--- src/hw/rtl/cpvl_pkg.sv ---
// ----------------------------------------------------------------------------
// cpvl_pkg
// Shared types, register map and constants for the Cartesian PID velocity loop.
// ----------------------------------------------------------------------------
package cpvl_pkg;

  localparam int AXES_DEF = 3;   // axes processed by default
  localparam int NAX      = 3;   // axes carried in the request and result
  localparam int CFG_AW   = 5;   // APB byte address width, 8 registers at 4*i

  // register reset values
  localparam logic [31:0] PROP_GAIN_RST   = 32'd16384;
  localparam logic [31:0] DERIV_GAIN_RST  = 32'd18350080;
  localparam logic [31:0] INTEG_GAIN_RST  = 32'd245426;
  localparam logic [31:0] LEAK_RST        = 32'h8000_0000;
  localparam logic [30:0] INTEG_LIMIT_RST = 31'd1677722;
  localparam logic [30:0] UPDATE_TOL_RST  = 31'd83886;
  localparam logic [30:0] DEADBAND_RST    = 31'd83886;
  localparam logic [30:0] VEL_LIMIT_RST   = 31'd1342177;

  typedef enum logic [2:0] {
    REG_PROP_GAIN   = 3'd0,
    REG_DERIV_GAIN  = 3'd1,
    REG_INTEG_GAIN  = 3'd2,
    REG_LEAK        = 3'd3,
    REG_INTEG_LIMIT = 3'd4,
    REG_UPDATE_TOL  = 3'd5,
    REG_DEADBAND    = 3'd6,
    REG_VEL_LIMIT   = 3'd7
  } reg_addr_t;

  typedef struct packed {
    logic [31:0] prop_gain;
    logic [31:0] deriv_gain_over_period;
    logic [31:0] integ_gain_times_period;
    logic [31:0] leak_factor;
    logic [30:0] integral_limit;
    logic [30:0] update_tolerance;
    logic [30:0] error_deadband;
    logic [30:0] velocity_limit;
  } cfg_t;

  typedef struct packed {
    logic signed [31:0] target_x;
    logic signed [31:0] target_y;
    logic signed [31:0] target_z;
    logic signed [31:0] measured_x;
    logic signed [31:0] measured_y;
    logic signed [31:0] measured_z;
  } in_item_t;

  typedef struct packed {
    logic signed [31:0] velocity_x;
    logic signed [31:0] velocity_y;
    logic signed [31:0] velocity_z;
    logic               reference_updated;
    logic               in_deadband;
  } out_item_t;

  // multiplier operations issued by the controller
  typedef enum logic [3:0] {
    OP_NONE,
    OP_TOL,   // tolerance squared
    OP_DB,    // deadband squared
    OP_SQD,   // (target - reference)^2
    OP_SQE,   // (reference - measured)^2
    OP_IG,    // integral gain * error
    OP_PT,    // proportional gain * error
    OP_LK,    // leak * integrator
    OP_DV     // derivative gain * position delta
  } mul_op_t;

  typedef enum logic [3:0] {
    ST_IDLE,
    ST_TOL,
    ST_DB,
    ST_SQD,
    ST_SQD_W,
    ST_SQE,
    ST_SQE_W,
    ST_CHK,
    ST_IG,
    ST_PT,
    ST_LK,
    ST_DV,
    ST_FIN_W,
    ST_OUT
  } ctrl_state_t;

  typedef struct packed {
    logic    start;   // latch request, clear per-tick flags
    mul_op_t op;
    logic    load;    // load result register, store previous position
  } dp_cmd_t;

  typedef struct packed {
    logic dead;
  } dp_stat_t;

endpackage

--- src/hw/rtl/cpvl_ctrl.sv ---
// ----------------------------------------------------------------------------
// cpvl_ctrl
// Sequencer: walks the shared multiplier through one control tick and owns
// the request and result handshakes.
// ----------------------------------------------------------------------------
module cpvl_ctrl #(
  parameter  int AXES = cpvl_pkg::AXES_DEF,
  localparam int AXW  = (AXES > 1) ? $clog2(AXES) : 1
) (
  input  logic               clk,
  input  logic               rst_n,
  input  logic               in_valid,
  output logic               in_ready,
  output logic               out_valid,
  input  logic               out_ready,
  input  cpvl_pkg::dp_stat_t stat,
  output cpvl_pkg::dp_cmd_t  cmd,
  output logic [AXW-1:0]     cmd_axis
);
  import cpvl_pkg::*;

  localparam logic [AXW-1:0] AX_LAST = AXW'(AXES - 1);

  ctrl_state_t    state_r, state_nxt;
  logic [AXW-1:0] ax_r, ax_nxt;
  logic           out_valid_r, out_valid_nxt;
  logic           ax_last;

  assign ax_last  = (ax_r == AX_LAST);
  assign cmd_axis = ax_r;
  assign out_valid = out_valid_r;

  // next state
  always_comb begin
    state_nxt = state_r;
    ax_nxt    = ax_r;
    unique case (state_r)
      ST_IDLE:  if (in_valid) state_nxt = ST_TOL;
      ST_TOL:   state_nxt = ST_DB;
      ST_DB: begin
        state_nxt = ST_SQD;
        ax_nxt    = '0;
      end
      ST_SQD: begin
        if (ax_last) begin
          state_nxt = ST_SQD_W;
          ax_nxt    = '0;
        end else begin
          ax_nxt = ax_r + 1'b1;
        end
      end
      ST_SQD_W: state_nxt = ST_SQE;
      ST_SQE: begin
        if (ax_last) begin
          state_nxt = ST_SQE_W;
          ax_nxt    = '0;
        end else begin
          ax_nxt = ax_r + 1'b1;
        end
      end
      ST_SQE_W: state_nxt = ST_CHK;
      ST_CHK:   state_nxt = stat.dead ? ST_OUT : ST_IG;
      ST_IG:    state_nxt = ST_PT;
      ST_PT:    state_nxt = ST_LK;
      ST_LK:    state_nxt = ST_DV;
      ST_DV: begin
        if (ax_last) begin
          state_nxt = ST_FIN_W;
          ax_nxt    = '0;
        end else begin
          state_nxt = ST_IG;
          ax_nxt    = ax_r + 1'b1;
        end
      end
      ST_FIN_W: state_nxt = ST_OUT;
      ST_OUT:   if (!out_valid_r || out_ready) state_nxt = ST_IDLE;
      default:  state_nxt = ST_IDLE;
    endcase
  end

  // outputs
  always_comb begin
    cmd       = '0;
    cmd.op    = OP_NONE;
    in_ready  = 1'b0;
    unique case (state_r)
      ST_IDLE: begin
        in_ready  = 1'b1;
        cmd.start = in_valid;
      end
      ST_TOL:  cmd.op = OP_TOL;
      ST_DB:   cmd.op = OP_DB;
      ST_SQD:  cmd.op = OP_SQD;
      ST_SQE:  cmd.op = OP_SQE;
      ST_IG:   cmd.op = OP_IG;
      ST_PT:   cmd.op = OP_PT;
      ST_LK:   cmd.op = OP_LK;
      ST_DV:   cmd.op = OP_DV;
      ST_OUT:  cmd.load = !out_valid_r || out_ready;
      default: cmd.op = OP_NONE;
    endcase
  end

  assign out_valid_nxt = cmd.load | (out_valid_r & ~out_ready);

  always_ff @(posedge clk) begin
    if (!rst_n) begin
      state_r     <= ST_IDLE;
      ax_r        <= '0;
      out_valid_r <= 1'b0;
    end else begin
      state_r     <= state_nxt;
      ax_r        <= ax_nxt;
      out_valid_r <= out_valid_nxt;
    end
  end

endmodule

--- config.mk ---
export PLATFORM = sky130hd
export DESIGN_NAME = cpvl_ctrl
export DESIGN_NICKNAME = d
export VERILOG_FILES = /design/src/hw/rtl/cpvl_pkg.sv /design/src/hw/rtl/cpvl_ctrl.sv
export SDC_FILE = /design/constraint.sdc
export NUM_CORES = 1
export LEC_CHECK = 0
export BUFFER_PORTS_ARGS = -buffer_cell sky130_fd_sc_hd__buf_2
export CAP_MARGIN = 10
export CORE_MARGIN = 3
export CORE_UTILIZATION = 40
export DETAILED_ROUTE_END_ITERATION = 7
export PLACE_DENSITY = 0.76
export SYNTH_ARGS = -nofsm -noshare
export SYNTH_HDL_FRONTEND = slang
export SYNTH_SLANG_ARGS = --single-unit
export TNS_END_PERCENT = 50
--- constraint.sdc ---
create_clock -name clk -period 3.14 [get_ports clk]
set_clock_uncertainty 0.15 [all_clocks]
set_input_delay 0.471 -clock clk [delete_from_list [all_inputs] [get_ports clk]]
set_output_delay 0.471 -clock clk [all_outputs]
set_load 0.1 [all_outputs]
==> flow_summary.json, run 1 <==
{
  "status": "finished, final reports clean",
  "setup_viol": 0,
  "drv_slew": 0,
  "top_usage_layer": "met2",
  "ios": 15,
  "cts_tree": "built",
  "dp_hpwl_um": 838,
  "ys_seq_area_share_pct": 26.4,
  "crit_path_end_kind": "output port",
  "numPortBuffers": 14,
  "chipWidth_um": 42.4,
  "cts-root-buf": "clkbuf_4",
  "initial_core_util_pct": 45.3,
  "worst_pin_slew_ps": 604,
  "diodes": 0,
  "synth-seq-cells": 7,
  "post_cts_resized": 0,
  "grt_pass1_wl_um": 1810,
  "fmax_ghz": 0.406,
  "overflow": 0,
  "yosys_warnings": 0,
  "path_class": "reg2out",
  "wl_per_cell_um": 12.2,
  "path_max_fanout": 19,
  "netlist_area_um2": 531,
  "arrival_ps": 1840,
  "synthToLayoutAreaGrowth_pct": 19.8,
  "syn-num-nets": 72,
  "vias_per_cell": 5.77,
  "dieArea_mm2": 0.00180,
  "routed-via-count": 542,
  "ys.flop_type": "dfxtp_1",
  "required_ps": 2520,
  "postRouteAntennaNets": 0,
  "wl_um": 1150,
  "grt_max_degree": 20,
  "post_cts_buffers": 0,
  "max_stage_delay_ps": 700,
  "regArea_um2": 140,
  "stdcell_count": 94,
  "firstDrtPassIters": 4,
  "drive_gt1_share_pct": 27.5,
  "grt_use_met1_pct": 16.1,
  "post_dp_cell_area_um2": 609,
  "nNetsFinal": 86,
  "fin_area_um2": 636,
  "clk_latency_ps": 250,
  "syn-instance-count": 67,
  "p_leak_nw": 0.246,
  "min_period_ps": 2460,
  "core_area_mm2": 0.00117,
  "slew_headroom_pct": 59.7,
  "synthDistinctLibCells": 34,
  "p_per_area_mw_per_mm2": 568,
  "path_cells": "or2b_1, o21ai_0, buf_2",
  "clock_sinks": 7,
  "max_cap_viol_count": 0,
  "synth.avg_cell_area_um2": 7.92,
  "synth_edf_count": 0,
  "post-route-period-util_pct": 78.4,
  "hold_violations": 0,
  "grt_setup_unrepaired": "false",
  "drc": 0,
  "irDropWorstVdd_v": 0.000304,
  "multiInputGateArea_um2": 374,
  "cts_made_buffers": 3,
  "clkTransAtPathRegs_ps": 40,
  "hold_path.class": "in2reg",
  "ys_async_sr_fraction_pct": 0,
  "die_h_um": 42.4,
  "drtIter0Drc": 7,
  "grtUsageMet2_pct": 19.8,
  "use_met3_pct": 7.73,
  "grtUsageTotal_pct": 13.3,
  "htreeDepth": 1,
  "placed_cells": 90,
  "routabilityCongestion": 0.780,
  "antenna_found_initial": 0,
  "holdBufCountCts": 0,
  "slowest_stage": "dfxtp_1",
  "grt_pass1_vias": 417,
  "clk_path_buf_depth": 2,
  "row_count": 12,
  "start_kind": "flip-flop",
  "n_fill_cell": 115
}
## logic make-up after synthesis
group | share of synthesized area (%)
xor+xnor | 3.30
buf+inv | 5.90
mux | 1.89
compound gates | 30.2
flops | 26.4
simple gates | 32.3
## cells in the final DEF (no fill, tap or decap), types with 2 or more instances in the layout
cell and n:
o21ai_0 3, inv_1 2, nand3b_1 2, nand2b_1 6, nand2_1 7, nor3_1 2
clkbuf_4 3, buf_2 14, nor2_1 3, dfxtp_1 7, nor2b_1 2, a32oi_1 2
a21oi_1 6
## Yosys cell counts (2+ instances only)
master	number	share of area, %
dfxtp_1	7	26
a32oi_1	2	3.3
o21ai_0	3	2.8
nand2_1	7	5.0
clkbuf_1	3	2.1
a21oi_1	6	5.7
nand3b_1	2	2.8
nand2b_1	6	7.1
nor3_1	2	1.9
nor2_1	3	2.1
inv_1	2	1.4
nor2b_1	2	2.4
## stage by stage
step | worst slack (ps) | hold slack [ps] | setup TNS (ps) | util [%] | power [W]
floorplan | -439 | 404 | -789 | - | 0.000261
global placement | 983 | 364 | 0 | 52.0 | 0.000281
detailed placement | 939 | 378 | 0 | 52.0 | 0.000282
CTS | 663 | 348 | 0 | 54.3 | 0.000364
global route | 576 | 350 | 0 | 54.3 | 0.000381
finish | 677 | 353 | 0 | 54.3 | 0.000361
## worst max-delay path: cells and delay by family (launching register included)
kind / cells / cell delay, ps
buffers and inverters: 1 / 450
DFF: 1 / 700
and+or+nand+nor: 1 / 300
AOI/OAI and AO/OA: 1 / 150
## state kept, by name, summed over array words and instances, names as in the netlist
signal,cells
cmd_axis,2
out_valid,1
state_r,4
## power by group
group	switching, W	total [W]	internal (W)
Combinational	0.000121	0.000161	0.0000402
Clock	0.0000325	0.0000809	0.0000484
Sequential	0.0000242	0.000119	0.0000951
Total	0.000177	0.000361	0.000184
## per-layer routing
metal | wire [µm] | up-vias
li1 | - | 272
met3 | 105 | 0
met2 | 538 | 22
met4 | 0 | 0
met5 | 0 | -
met1 | 503 | 248
## worst paths after layout
path / startpoint / slack (ps) / cells after the start / to
hold / removal: rst_n / 350 / 2 / state_r[2]
setup / recovery: state_r[2] / 680 / 3 / cmd[3]
setup reg to reg: state_r[2] / 1270 / 4 / cmd_axis[0]
hold reg to reg: out_valid / 370 / 2 / out_valid
## cell type report
| class | count | share of cell area (%) |
|---|---|---|
| multi-input cells | 53 | 58.9 |
| flip-flops and latches | 7 | 22.0 |
| repair buffers | 14 | 11.0 |
| clock buffers | 4 | 4.13 |
| well taps | 14 | 2.76 |
| inverters | 2 | 1.18 |
Power figures use the tool's default switching activity.
==> inputs of run 2 (changes only) <==
Settings changed: ABC_AREA set to 1, CORE_AREA set to 3 3 40 42, CORE_MARGIN 3 to unset, CORE_UTILIZATION 40 to unset, DIE_AREA set to 0 0 43 45, PLACE_DENSITY 0.76 to 0.75.
Clock period 3.14 ns to 2.2 ns, I/O delays scaled along.
==> run 2 against run 1 <==
  * Clock power increased by 35%
  * Final cell count increased by 28%
  * Routed wire length increased by 3.7%
  * Area after synthesis shrank 7.5%
  * First-iteration DRC count rose to 3.1 times the previous value
  * Sequential share of layout area shrank 0.43 points
  * Largest power group unchanged
  * Count of clock-buffer cells in the layout unchanged
  * Core utilization shrank 3.8 points
  * Synthesized cell count increased by 30%
  * Non-clock buffer count stayed put
  * Via count is 11% higher
==> flow_summary.json, run 2 <==
{
  "p_leak_nw": 0.327,
  "grtUsageMet2_pct": 27.8,
  "synth-seq-cells": 7,
  "drc": 0,
  "clock_sinks": 7,
  "ios": 15,
  "ys.flop_type": "dfxtp_1",
  "largest_reg_flops": 4,
  "mostFrequentLayoutCell": "nand2_1",
  "drv_slew": 0,
  "start_kind": "flip-flop",
  "synth.most_common_cell": "nand2_1",
  "synthToLayoutAreaGrowth_pct": 32.1,
  "netlist_area_um2": 490,
  "cts_tree": "built",
  "row_count": 13,
  "final_cell_mix": "nand2_1, inv_1, nor2_1",
  "grt_setup_unrepaired": "false",
  "path_max_fanout": 7,
  "stdcell_count": 120,
  "yosys_warnings": 0,
  "fmax_ghz": 0.490,
  "initial_core_util_pct": 38.2,
  "r2r_setup_slack_ps": 680,
  "finalWorstSetupSlack_ps": 161,
  "drive_gt1_share_pct": 26.7,
  "hold_path.class": "in2reg",
  "synth_edf_count": 0,
  "synthTopCellsByArea": "dfxtp_1, nand2_1, inv_1",
  "htreeDepth": 1,
  "synth_top_area_cell": "dfxtp_1",
  "dieArea_mm2": 0.00194,
  "syn-num-nets": 92,
  "clkTransAtPathRegs_ps": 50,
  "clk_latency_ps": 240,
  "cts_made_buffers": 3,
  "grt_max_degree": 8,
  "power.switching_w": 0.000648,
  "dp_hpwl_um": 1020,
  "regArea_um2": 140,
  "nNetsFinal": 111,
  "synthDistinctLibCells": 13,
  "routabilityCongestion": 0.834,
  "min_period_ps": 2040,
  "antenna_found_initial": 0,
  "synth.avg_cell_area_um2": 5.64,
  "die_h_um": 45,
  "use_met3_pct": 3.59,
  "overflow": 0,
  "hold_path_depth": 3,
  "synth_common_cells": "nand2_1, inv_1, nor2_1, nand3_1",
  "core_area_mm2": 0.00128,
  "total_power_w": 0.00102,
  "top_usage_layer": "met2",
  "arrival_ps": 1560,
  "hold_path.startpoint": "rst_n",
  "crit_path_end_kind": "output port",
  "regMostFlops": "state_r",
  "holdBufCountCts": 0,
  "grt_use_met1_pct": 16.7,
  "clk_path_buf_depth": 2,
  "syn-instance-count": 87,
  "grtUsageTotal_pct": 14.8,
  "wl_um": 1190,
  "placed_cells": 116,
  "cp-startpoint": "state_r[1]",
  "post-place-ws_ps": 324,
  "ff2ff_path_depth": 9,
  "chipWidth_um": 43,
  "ys_seq_area_share_pct": 28.6,
  "setup_viol": 0,
  "vias_per_cell": 4.99,
  "numPortBuffers": 14,
  "internal_power_w": 0.000370,
  "firstDrtPassIters": 4,
  "drtIter0Drc": 22,
  "diodes": 0,
  "multiInputGateArea_um2": 324,
  "wl_per_cell_um": 9.91,
  "slew_headroom_pct": 67.6,
  "max_cap_viol_count": 0,
  "cts-root-buf": "clkbuf_4",
  "hold_violations": 0,
  "seqPwrFrac_pct": 19.1,
  "routed-via-count": 599,
  "postRouteAntennaNets": 0,
  "n_fill_cell": 143,
  "required_ps": 1720,
  "p_sw_share_pct": 63.6,
  "path_class": "reg2out",
  "p_per_area_mw_per_mm2": 1570,
  "worstReg2RegStart": "state_r[1]",
  "clkPwrFrac_pct": 10.7,
  "grt_pass1_vias": 578,
  "grt_pass1_wl_um": 2240,
  "status": "finished, final reports clean",
  "irDropWorstVdd_v": 0.000634,
  "worst_pin_slew_ps": 489,
  "comb_power_share_pct": 70.1,
  "post-route-period-util_pct": 92.7,
  "ys_async_sr_fraction_pct": 0,
  "yosysTopAreaCellShare_pct": 28.6
}
==> run 2: cell types whose count changed in the layout (fill, tap and decap cells not counted), moves of 4 or more <==
cell	previous run	this run
inv_1	2	15
nand2_1	7	18
nand2_2	0	4
nand2b_1	6	0
nand3_1	1	9
nor2_1	3	14
==> run 2: kinds of logic after synthesis <==
kind of cell    after synthesis  synth area share, %
flops                         7                 28.6
simple gates                 50                 43.9
buf+inv                      17                 13.0
compound gates               13                 14.5
==> run 2: per-layer routing <==
layer | part of all wire, % | routed length, µm
met1 | 43 | 509
met2 | 52 | 618
met3 | 5.0 | 60
met4 | 0 | 0
met5 | 0 | 0
==> run 2: final timing paths <==
path | to
setup / recovery | cmd[2]
hold / removal | state_r[1]
setup reg to reg | state_r[1]
hold reg to reg | cmd_axis[1]
==> run 2: layout make-up <==
type / instances / share of cell area (%)
well taps: 15 / 2.90
flip-flops and latches: 7 / 21.6
inverters: 17 / 9.85
clock buffers: 4 / 4.05
repair buffers: 14 / 11.6
multi-input cells: 63 / 50.0
==> run 2: timing repair <==
action                                 in CTS  in global routing
resized for setup                           0                  2
setup endpoints to repair                   0                  2
endpoints found under the hold margin       0                  0
buffers inserted                            0                  0
==> run 2: stage by stage <==
stage | instance area [µm²] | util, % | TNS (ps) | hold WS [ps]
6_report | 648 | 50.4 | 0 | 203
5_1_grt | 648 | 50.4 | 0 | 201
4_1_cts | 643 | 50.0 | 0 | 195
3_5_place_dp | 617 | 48.0 | 0 | 338
3_3_place_gp | 617 | 48.0 | 0 | 342
2_1_floorplan | 528 | - | -1240 | 316
==> run 2: power groups by stage <==
| stage | clock network, W | registers [W] | logic (W) |
|---|---|---|---|
| 2_1_floorplan | 0 | 0.000225 | 0.000574 |
| 3_3_place_gp | 0 | 0.000193 | 0.000699 |
| 3_5_place_dp | 0 | 0.000197 | 0.000705 |
| 4_1_cts | 0.000115 | 0.000194 | 0.000708 |
| 5_1_grt | 0.000124 | 0.000200 | 0.000773 |
| 6_report | 0.000109 | 0.000195 | 0.000715 |
==> run 2: worst max-delay path: stages (launching register included) <==
cell and delay (ps):
dfxtp_1 440, nor2_1 150, o32ai_4 270, buf_2 460
