[src/hw/rtl/cpvl_pkg.sv]
// ----------------------------------------------------------------------------
// cpvl_pkg
// Shared types, register map and constants for the Cartesian PID velocity loop.
// ----------------------------------------------------------------------------
package cpvl_pkg;

  localparam int AXES_DEF = 3;   // axes processed by default
  localparam int NAX      = 3;   // axes carried in the request and result
  localparam int CFG_AW   = 5;   // APB byte address width, 8 registers at 4*i

  // register reset values
  localparam logic [31:0] PROP_GAIN_RST   = 32'd16384;
  localparam logic [31:0] DERIV_GAIN_RST  = 32'd18350080;
  localparam logic [31:0] INTEG_GAIN_RST  = 32'd245426;
  localparam logic [31:0] LEAK_RST        = 32'h8000_0000;
  localparam logic [30:0] INTEG_LIMIT_RST = 31'd1677722;
  localparam logic [30:0] UPDATE_TOL_RST  = 31'd83886;
  localparam logic [30:0] DEADBAND_RST    = 31'd83886;
  localparam logic [30:0] VEL_LIMIT_RST   = 31'd1342177;

  typedef enum logic [2:0] {
    REG_PROP_GAIN   = 3'd0,
    REG_DERIV_GAIN  = 3'd1,
    REG_INTEG_GAIN  = 3'd2,
    REG_LEAK        = 3'd3,
    REG_INTEG_LIMIT = 3'd4,
    REG_UPDATE_TOL  = 3'd5,
    REG_DEADBAND    = 3'd6,
    REG_VEL_LIMIT   = 3'd7
  } reg_addr_t;

  typedef struct packed {
    logic [31:0] prop_gain;
    logic [31:0] deriv_gain_over_period;
    logic [31:0] integ_gain_times_period;
    logic [31:0] leak_factor;
    logic [30:0] integral_limit;
    logic [30:0] update_tolerance;
    logic [30:0] error_deadband;
    logic [30:0] velocity_limit;
  } cfg_t;

  typedef struct packed {
    logic signed [31:0] target_x;
    logic signed [31:0] target_y;
    logic signed [31:0] target_z;
    logic signed [31:0] measured_x;
    logic signed [31:0] measured_y;
    logic signed [31:0] measured_z;
  } in_item_t;

  typedef struct packed {
    logic signed [31:0] velocity_x;
    logic signed [31:0] velocity_y;
    logic signed [31:0] velocity_z;
    logic               reference_updated;
    logic               in_deadband;
  } out_item_t;

  // multiplier operations issued by the controller
  typedef enum logic [3:0] {
    OP_NONE,
    OP_TOL,   // tolerance squared
    OP_DB,    // deadband squared
    OP_SQD,   // (target - reference)^2
    OP_SQE,   // (reference - measured)^2
    OP_IG,    // integral gain * error
    OP_PT,    // proportional gain * error
    OP_LK,    // leak * integrator
    OP_DV     // derivative gain * position delta
  } mul_op_t;

  typedef enum logic [3:0] {
    ST_IDLE,
    ST_TOL,
    ST_DB,
    ST_SQD,
    ST_SQD_W,
    ST_SQE,
    ST_SQE_W,
    ST_CHK,
    ST_IG,
    ST_PT,
    ST_LK,
    ST_DV,
    ST_FIN_W,
    ST_OUT
  } ctrl_state_t;

  typedef struct packed {
    logic    start;   // latch request, clear per-tick flags
    mul_op_t op;
    logic    load;    // load result register, store previous position
  } dp_cmd_t;

  typedef struct packed {
    logic dead;
  } dp_stat_t;

endpackage

[src/hw/rtl/cpvl_regs.sv]
// ----------------------------------------------------------------------------
// cpvl_regs
// APB configuration registers: gains, leak, limits and tolerances.
// ----------------------------------------------------------------------------
module cpvl_regs (
  input  logic                          clk,
  input  logic                          rst_n,
  input  logic                          psel,
  input  logic                          penable,
  input  logic                          pwrite,
  input  logic [cpvl_pkg::CFG_AW-1:0]   paddr,
  input  logic [31:0]                   pwdata,
  output logic [31:0]                   prdata,
  output logic                          pready,
  output cpvl_pkg::cfg_t                cfg
);
  import cpvl_pkg::*;

  cfg_t      cfg_r;
  cfg_t      cfg_nxt;
  logic      wr_en;
  reg_addr_t addr;

  assign pready = 1'b1;
  assign wr_en  = psel & penable & pwrite;
  assign addr   = reg_addr_t'(paddr[CFG_AW-1:2]);
  assign cfg    = cfg_r;

  always_comb begin
    cfg_nxt = cfg_r;
    if (wr_en) begin
      unique case (addr)
        REG_PROP_GAIN:   cfg_nxt.prop_gain               = pwdata;
        REG_DERIV_GAIN:  cfg_nxt.deriv_gain_over_period  = pwdata;
        REG_INTEG_GAIN:  cfg_nxt.integ_gain_times_period = pwdata;
        REG_LEAK:        cfg_nxt.leak_factor             = pwdata;
        REG_INTEG_LIMIT: cfg_nxt.integral_limit          = pwdata[30:0];
        REG_UPDATE_TOL:  cfg_nxt.update_tolerance        = pwdata[30:0];
        REG_DEADBAND:    cfg_nxt.error_deadband          = pwdata[30:0];
        REG_VEL_LIMIT:   cfg_nxt.velocity_limit          = pwdata[30:0];
      endcase
    end
  end

  always_comb begin
    unique case (addr)
      REG_PROP_GAIN:   prdata = cfg_r.prop_gain;
      REG_DERIV_GAIN:  prdata = cfg_r.deriv_gain_over_period;
      REG_INTEG_GAIN:  prdata = cfg_r.integ_gain_times_period;
      REG_LEAK:        prdata = cfg_r.leak_factor;
      REG_INTEG_LIMIT: prdata = {1'b0, cfg_r.integral_limit};
      REG_UPDATE_TOL:  prdata = {1'b0, cfg_r.update_tolerance};
      REG_DEADBAND:    prdata = {1'b0, cfg_r.error_deadband};
      REG_VEL_LIMIT:   prdata = {1'b0, cfg_r.velocity_limit};
    endcase
  end

  always_ff @(posedge clk) begin
    if (!rst_n) begin
      cfg_r.prop_gain               <= PROP_GAIN_RST;
      cfg_r.deriv_gain_over_period  <= DERIV_GAIN_RST;
      cfg_r.integ_gain_times_period <= INTEG_GAIN_RST;
      cfg_r.leak_factor             <= LEAK_RST;
      cfg_r.integral_limit          <= INTEG_LIMIT_RST;
      cfg_r.update_tolerance        <= UPDATE_TOL_RST;
      cfg_r.error_deadband          <= DEADBAND_RST;
      cfg_r.velocity_limit          <= VEL_LIMIT_RST;
    end else begin
      cfg_r <= cfg_nxt;
    end
  end

endmodule

[config.mk]
export PLATFORM = sky130hd
export DESIGN_NAME = cpvl_regs
export DESIGN_NICKNAME = d
export VERILOG_FILES = /design/src/hw/rtl/cpvl_pkg.sv /design/src/hw/rtl/cpvl_regs.sv
export SDC_FILE = /design/constraint.sdc
export NUM_CORES = 1
export LEC_CHECK = 0
export BUFFER_PORTS_ARGS = -buffer_cell sky130_fd_sc_hd__buf_4
export CORE_MARGIN = 2
export CORE_UTILIZATION = 58
export CTS_BUF_LIST = sky130_fd_sc_hd__clkbuf_2
export CTS_CLUSTER_SIZE = 30
export DETAILED_ROUTE_END_ITERATION = 10
export HOLD_SLACK_MARGIN = 0.08
export PLACE_DENSITY = 0.87
export SLEW_MARGIN = 0
export SYNTH_ARGS = -nofsm -noshare
export SYNTH_HDL_FRONTEND = slang
export SYNTH_SLANG_ARGS = --single-unit
export TNS_END_PERCENT = 100
[constraint.sdc]
create_clock -name clk -period 4.4 [get_ports clk]
set_input_delay 0.88 -clock clk [delete_from_list [all_inputs] [get_ports clk]]
set_output_delay 0.88 -clock clk [all_outputs]
set_load 0.01 [all_outputs]
==> summary.md, run 1 <==
| Metric | Value |
|---|---|
| Area after DPL | 13750 um2 |
| Final ANT Viol Nets | 0 |
| Via count | 11.88k |
| Mean Syn Cell Area | 8.002 um2 |
| Pin count of the biggest net entering global routing | 143 |
| Vias in the first global route | 11.20k |
| Gr ovfl total | 0 |
| Max reg flops | 252 |
| Worst-Skew Late Latency | 0.82 ns |
| RSZ-0062 raised after global routing | no |
| Clock slew at reported path FFs | 0.11 ns |
| Synth warn | 0 |
| Worst Skew | 0 ns |
| Crit path largest cell delay | 0.42 ns |
| Worst-margin pin slew | 1.173 ns |
| Initial antenna violation count | 2 |
| Async SR Flop Fraction | 0% |
| Seq cells post-synth | 252 |
| Max Cap Viol | 0 |
| CTS tree | yes |
| CP max-delay cell | buf_4 |
| Die Area | 20970 um2 |
| CP Capture Type | primary output |
| Residual DRC | 0 |
| Wire per inst | 20.36 um |
| CP Class | primary input to primary output |
| IO Pins | 327 |
| Hold buffers post-CTS | 0 |
| Type of element launching the critical path | primary input |
| Commonest non-fill, non-tap cell in the layout | nand2_1 |
| CTS resizes | 0 |
| Achievable Freq | 274.3 MHz |
| CTS Sinks | 252 |
| Mapped Cells | 1437 |
| CTS Buf Count | 66 |
| Core Region | 19460 um2 |
| CP arrival | 2.77 ns |
| Static Leakage | 6.161 nW |
| CP Max Fanout | 31 |
| DP Worst Slack | 0.7904 ns |
| Die H | 144.8 um |
| Initial Util | 59.08% |
| Wire length of the first global-routing pass | 61.15 mm |
| Root Buffer | clkbuf_2 |
| RD Place Congestion | 0.8383 |
| PD cells | 307.1 nW/um2 |
| Area grow syn2layout | 24.67% |
| EDFF count, synth | 0 |
| CP delay by family, top | buffers and inverters |
| Row count | 51 |
| Final wirelength | 40.84 mm |
| Relative slew slack | 21.77% |
| Worst path bufs/invs | 3 |
| Setup TNS | 0 ns |
| Final setup violation count | 0 |
| Most frequent cells in the layout | nand2_1, buf_4, dfxtp_1 |
| Most used cell, CP | buf_4 |
| Port Buf Inserts | 323 |
| Die Wd | 144.8 um |
| First-iteration detailed-routing DRC count | 1146 |
| Overall Global Routing Usage | 38.12% |
| CP required | 3.52 ns |
| Post-route design area | 14340 um2 |
| Post-synth top flop | dfxtp_1 |
| Post-synthesis cell type count | 37 |
| Nets | 1740 |
| Final Hold Fails | 0 |
| Hold Path Class | primary input to register |
| Setup slack, reg-to-reg | 3.59 ns |
| Final period util | 82.86% |
| Layout cells sized above 1 | 28.23% |
| Slew Limit Fails | 0 |
| Vias/cell | 5.920 |
| Post-Syn Nets | 1479 |
| Drt pass-1 iters | 5 |
| CP Cell Sequence | buf_4, buf_4, mux2_2, a22oi_1, nor2_1, o32a_1, buf_4 |
| Worst vdd ir | 184.6 uV |
| Register area share after synthesis | 43.87% |
| Mapped cell area | 11500 um2 |
| Dpl hpwl | 25.80 mm |
| Level count of the clock H-tree | 3 |
| Setup Buffers After CTS | 0 |
| Max clock buf depth | 3 |
| Setup ws final | 0.7542 ns |
| Fin crit period | 3.646 ns |
| Run status | finished clean |
layer usage:
layer  global-route usage (%)  vias up  part of all wire, %
li1                         -     5334                    -
met1                    46.15     5607                   37
met2                    61.64      786                   47
met3                    11.09      148                   12
met4                    19.67        0                  4.7
met5                        0        -                    0
final cells by class:
| type | instances | area (um2) |
|---|---|---|
| Sequential cell | 252 | 5045 |
| Tap cell | 265 | 331.6 |
| Timing Repair Buffer | 345 | 2606 |
| Antenna cell | 2 | 5.005 |
| Multi-Input combinational cell | 1005 | 5659 |
| Inverter | 28 | 105.1 |
| Clock buffer | 94 | 470.5 |
| Fill cell | 1509 | 5127 |
| Clock inverter | 15 | 112.6 |
path summary, 6_finish.rpt:
check,start,to,cells past startpoint
setup / recovery,paddr[2],prdata[5],7
hold / removal,pwdata[31],cfg[155],3
setup reg to reg,cfg[127],cfg[127],2
hold reg to reg,cfg[244],cfg[244],2
kinds of logic (layout without fill, tap and decap cells):
family / after synthesis / count (layout) / share of synthesized area, %
compound gates: 308 / 308 / 20.86
buf+inv: 180 / 482 / 7.519
flops: 252 / 252 / 43.87
mux: 58 / 58 / 5.419
other cells: 1 / 3 / 0.03261
simple gates: 638 / 638 / 22.30
through the flow:
stage | hold WS (ns) | util (%) | power (mW) | instances
2_1_floorplan | 0.4880 | - | 2.631 | 1437
4_1_cts | 0.2966 | 73.63 | 4.387 | 2004
3_3_place_gp | 0.4533 | 70.63 | 2.788 | 1895
5_1_grt | 0.2808 | 73.65 | 4.558 | 2006
3_5_place_dp | 0.4618 | 70.63 | 2.795 | 1895
6_report | 0.3081 | 73.65 | 4.402 | 2006
cells in the mapped netlist, types with 2 or more instances:
cell type | n | area share [%]
clkbuf_1 | 54 | 1.8
nand3_1 | 50 | 2.2
nand2b_1 | 7 | 0.38
inv_1 | 28 | 0.91
buf_6 | 8 | 0.78
a211oi_1 | 3 | 0.20
nor3_2 | 2 | 0.17
o22a_1 | 3 | 0.23
a22o_1 | 31 | 2.4
a21oi_1 | 9 | 0.39
a21boi_0 | 104 | 6.8
a221oi_1 | 50 | 3.8
nand2_1 | 498 | 16
or3_1 | 3 | 0.16
buf_4 | 7 | 0.46
a32oi_1 | 4 | 0.30
mux2_1 | 3 | 0.29
mux2i_1 | 33 | 2.9
buf_2 | 82 | 3.6
nor2_1 | 63 | 2.1
dfxtp_1 | 252 | 44
o211ai_1 | 9 | 0.59
o22ai_1 | 3 | 0.16
or2_2 | 6 | 0.33
a21boi_1 | 89 | 5.8
nor2b_1 | 5 | 0.27
mux2_2 | 21 | 2.1
power by group:
group / total [mW] / switching, mW / internal [mW]
Clock: 1.65 / 0.966 / 0.685
Sequential: 2.32 / 0.0173 / 2.30
Combinational: 0.436 / 0.259 / 0.176
Total: 4.40 / 1.24 / 3.16
tightest hold or removal path: cells and delay by family:
kind / cells / cell delay [ns]
simple gates: 2 / 0.12
buf+inv: 1 / 0.10
(Power assumes the default switching activity.)
==> inputs of run 2 (changes only) <==
--- a/config.mk
+++ b/config.mk
@@ -7,12 +7,12 @@
 export LEC_CHECK = 0
 export BUFFER_PORTS_ARGS = -buffer_cell sky130_fd_sc_hd__buf_4
 export CORE_MARGIN = 2
-export CORE_UTILIZATION = 58
+export CORE_UTILIZATION = 54
 export CTS_BUF_LIST = sky130_fd_sc_hd__clkbuf_2
 export CTS_CLUSTER_SIZE = 30
 export DETAILED_ROUTE_END_ITERATION = 10
 export HOLD_SLACK_MARGIN = 0.08
-export PLACE_DENSITY = 0.87
+export PLACE_DENSITY = 0.81
 export SLEW_MARGIN = 0
 export SYNTH_ARGS = -nofsm -noshare
 export SYNTH_HDL_FRONTEND = slang
==> constraint.sdc (replaced) <==
create_clock -name clk -period 3.6 [get_ports clk]
set_input_delay 0.72 -clock clk [delete_from_list [all_inputs] [get_ports clk]]
set_output_delay 0.72 -clock clk [all_outputs]
set_load 0.01 [all_outputs]
==> summary.md, run 2 (synthesis results as in run 1) <==
| Metric | Value |
|---|---|
| Run status | finished clean |
| Most frequent cells in the layout | nand2_1, buf_4, dfxtp_1 |
| Int Power | 3.704 mW (+17%) |
| Type of element launching the critical path | primary input |
| Final core occ | 68.66% (-5.0 points) |
| Vias in the first global route | 11.14k (-0.60%) |
| CP arrival | 2.55 ns (-0.22 ns) |
| Footprint of the multi-input gates | 5659 um2 (unchanged) |
| Relative slew slack | 33.71% (+12 points) |
| Register Area | 5045 um2 (unchanged) |
| Initial antenna violation count | 1 (-1) |
| Final period util | 90.88% |
| Sw frac | 28.40% (+0.18 points) |
| Comb pwr share | 10.3% (+0.4 points) |
| RD Place Congestion | 0.8421 (+0.45%) |
| Wire length of the first global-routing pass | 61.09 mm (-0.10%) |
| Worst-margin pin slew | 0.9944 ns (-0.1790 ns) |
| Wire per inst | 20.12 um (-1.2%) |
| Static Leakage | 6.162 nW (about the same) |
| Level count of the clock H-tree | 3 (unchanged) |
| Row count | 53 (+3.9%) |
| First-iteration detailed-routing DRC count | 928 (-19%) |
| Commonest non-fill, non-tap cell in the layout | nand2_1 |
| HP Start | pwdata[27] |
| PD cells | 359.5 nW/um2 (+17%) |
| R2r worst-path depth | 2 (unchanged) |
| Worst Skew | 0 ns (unchanged) |
| Die Area | 22480 um2 (+7.2%) |
| Worst Setup EP | prdata[1] |
| Clock slew at reported path FFs | 0.10 ns (about the same) |
| RSZ-0062 raised after global routing | no |
| Gr ovfl total | 0 (unchanged) |
| CP Class | primary input to primary output |
| Port Buf Inserts | 323 (unchanged) |
| Root Buffer | clkbuf_2 |
| Max clock buf depth | 3 (unchanged) |
| Initial Util | 54.87% (-4.2 points) |
| CTS resizes | 0 (unchanged) |
| Core Region | 20960 um2 (+7.7%) |
| Setup slack, reg-to-reg | 2.82 ns (-0.77 ns) |
| Max Cap Viol | 0 (unchanged) |
| Fin crit period | 3.272 ns |
| Hold Path Class | primary input to register |
| Layout cells sized above 1 | 27.89% (-0.35 points) |
| Layout fillers | 1792 (+19%) |
| P_sw | 1.469 mW (+18%) |
| Hold buffers post-CTS | 0 (unchanged) |
| Fin Hold WS | 0.1781 ns (-0.1299 ns) |
| Area grow syn2layout | 25.14% |
| Drt pass-1 iters | 7 (+2) |
| Residual DRC | 0 (unchanged) |
| Final Hold Fails | 0 (unchanged) |
| Die H | 149.9 um (+3.5%) |
| Worst vdd ir | 259.6 uV (+41%) |
| CP Max Fanout | 25 (-19%) |
| Worst-Skew Late Latency | 0.84 ns (+0.02 ns) |
| Achievable Freq | 305.7 MHz |
| IO Pins | 327 (unchanged) |
| Clock Power Share | 35.0% (-2.5 points) |
| Vias/cell | 5.761 (-2.7%) |
| Final ANT Viol Nets | 0 (unchanged) |
| Overall Global Routing Usage | 35.09% (-3.0 points) |
| Final setup violation count | 0 (unchanged) |
| CTS Buf Count | 67 (+1.5%) |
| Reg-to-reg startpoint | cfg[103] |
| Slew Limit Fails | 0 (unchanged) |
| CTS Sinks | 252 (unchanged) |
| Via count | 11.61k (-2.2%) |
| Setup Buffers After CTS | 0 (unchanged) |
| CTS tree | yes |
| Nets | 1745 (+0.29%) |
| Pin count of the biggest net entering global routing | 115 (-20%) |
| Crit path launch | paddr[2] |
| Critical R2R Capture | cfg[103] |
| CP Capture Type | primary output |
| Setup TNS | 0 ns (unchanged) |
| Max reg flops | 252 (unchanged) |
| Reg power frac | 54.7% (+2.1 points) |
| Dpl hpwl | 26.24 mm (+1.7%) |
| CP required | 2.88 ns (-0.64 ns) |
| Final wirelength | 40.55 mm (-0.71%) |
| Die Wd | 149.9 um (+3.5%) |
-- run 2: cell count changes in the layout (fill, tap and decap cells not counted), sizes merged --
cell	before	now
clkinv	9	12
inv	32	29
bufinv	2	0
clkbuf	94	92
buf	345	349
diode	2	1
-- run 2: power by group through the flow --
stage	registers [mW]	clock network (mW)	logic, mW
2_1_floorplan	2.90	0	0.314
3_3_place_gp	2.89	0	0.519
3_5_place_dp	2.90	0	0.524
4_1_cts	2.83	1.83	0.525
5_1_grt	2.83	1.97	0.563
6_report	2.83	1.81	0.532
-- run 2: layout make-up --
type                            count  area share [%]
Clock inverter                     13          0.3391
Inverter                           28          0.7304
Tap cell                          275           2.391
Clock buffer                       92           3.200
Sequential cell                   252           35.06
Timing Repair Buffer              349           18.93
Antenna cell                        1         0.01739
Multi-Input combinational cell   1005           39.33
-- run 2: worst min-delay path by stage --
| stage | end | slack [ns] | depth (start not counted) |
|---|---|---|---|
| after floorplan | cfg[129] | 0.49 | 2 |
| after global placement | cfg[29] | 0.45 | 2 |
| after detailed placement | cfg[176] | 0.46 | 2 |
| after CTS | cfg[179] | 0.13 | 3 |
| after global routing | cfg[197] | 0.18 | 3 |
| final | cfg[183] | 0.18 | 3 |
-- run 2: metrics by stage --
stage               cells  power [mW]  worst slack, ns  instance area, um2
global placement     1909       3.413           0.3792               13880
floorplan            1437       3.216            1.073               11500
finish               2015       5.173           0.3284               14390
global route         2015       5.366           0.2734               14390
CTS                  2014       5.185           0.3509               14390
detailed placement   1909       3.419           0.3491               13880
-- run 2: layer usage --
layer | part of all wire, % | vias to the layer above | GRT usage (%)
met4 | 3.0 | 0 | 14.62
met1 | 37 | 5496 | 43.11
met2 | 48 | 670 | 59.06
li1 | - | 5345 | -
met3 | 11 | 98 | 8.232
met5 | 0 | - | 0
-- run 2: critical path: stages --
cell and delay, ns:
buf_4 0.18, buf_4 0.35, nor2b_1 0.58, a22o_1 0.25, a32oi_1 0.08, a21oi_1 0.24, buf_4 0.15
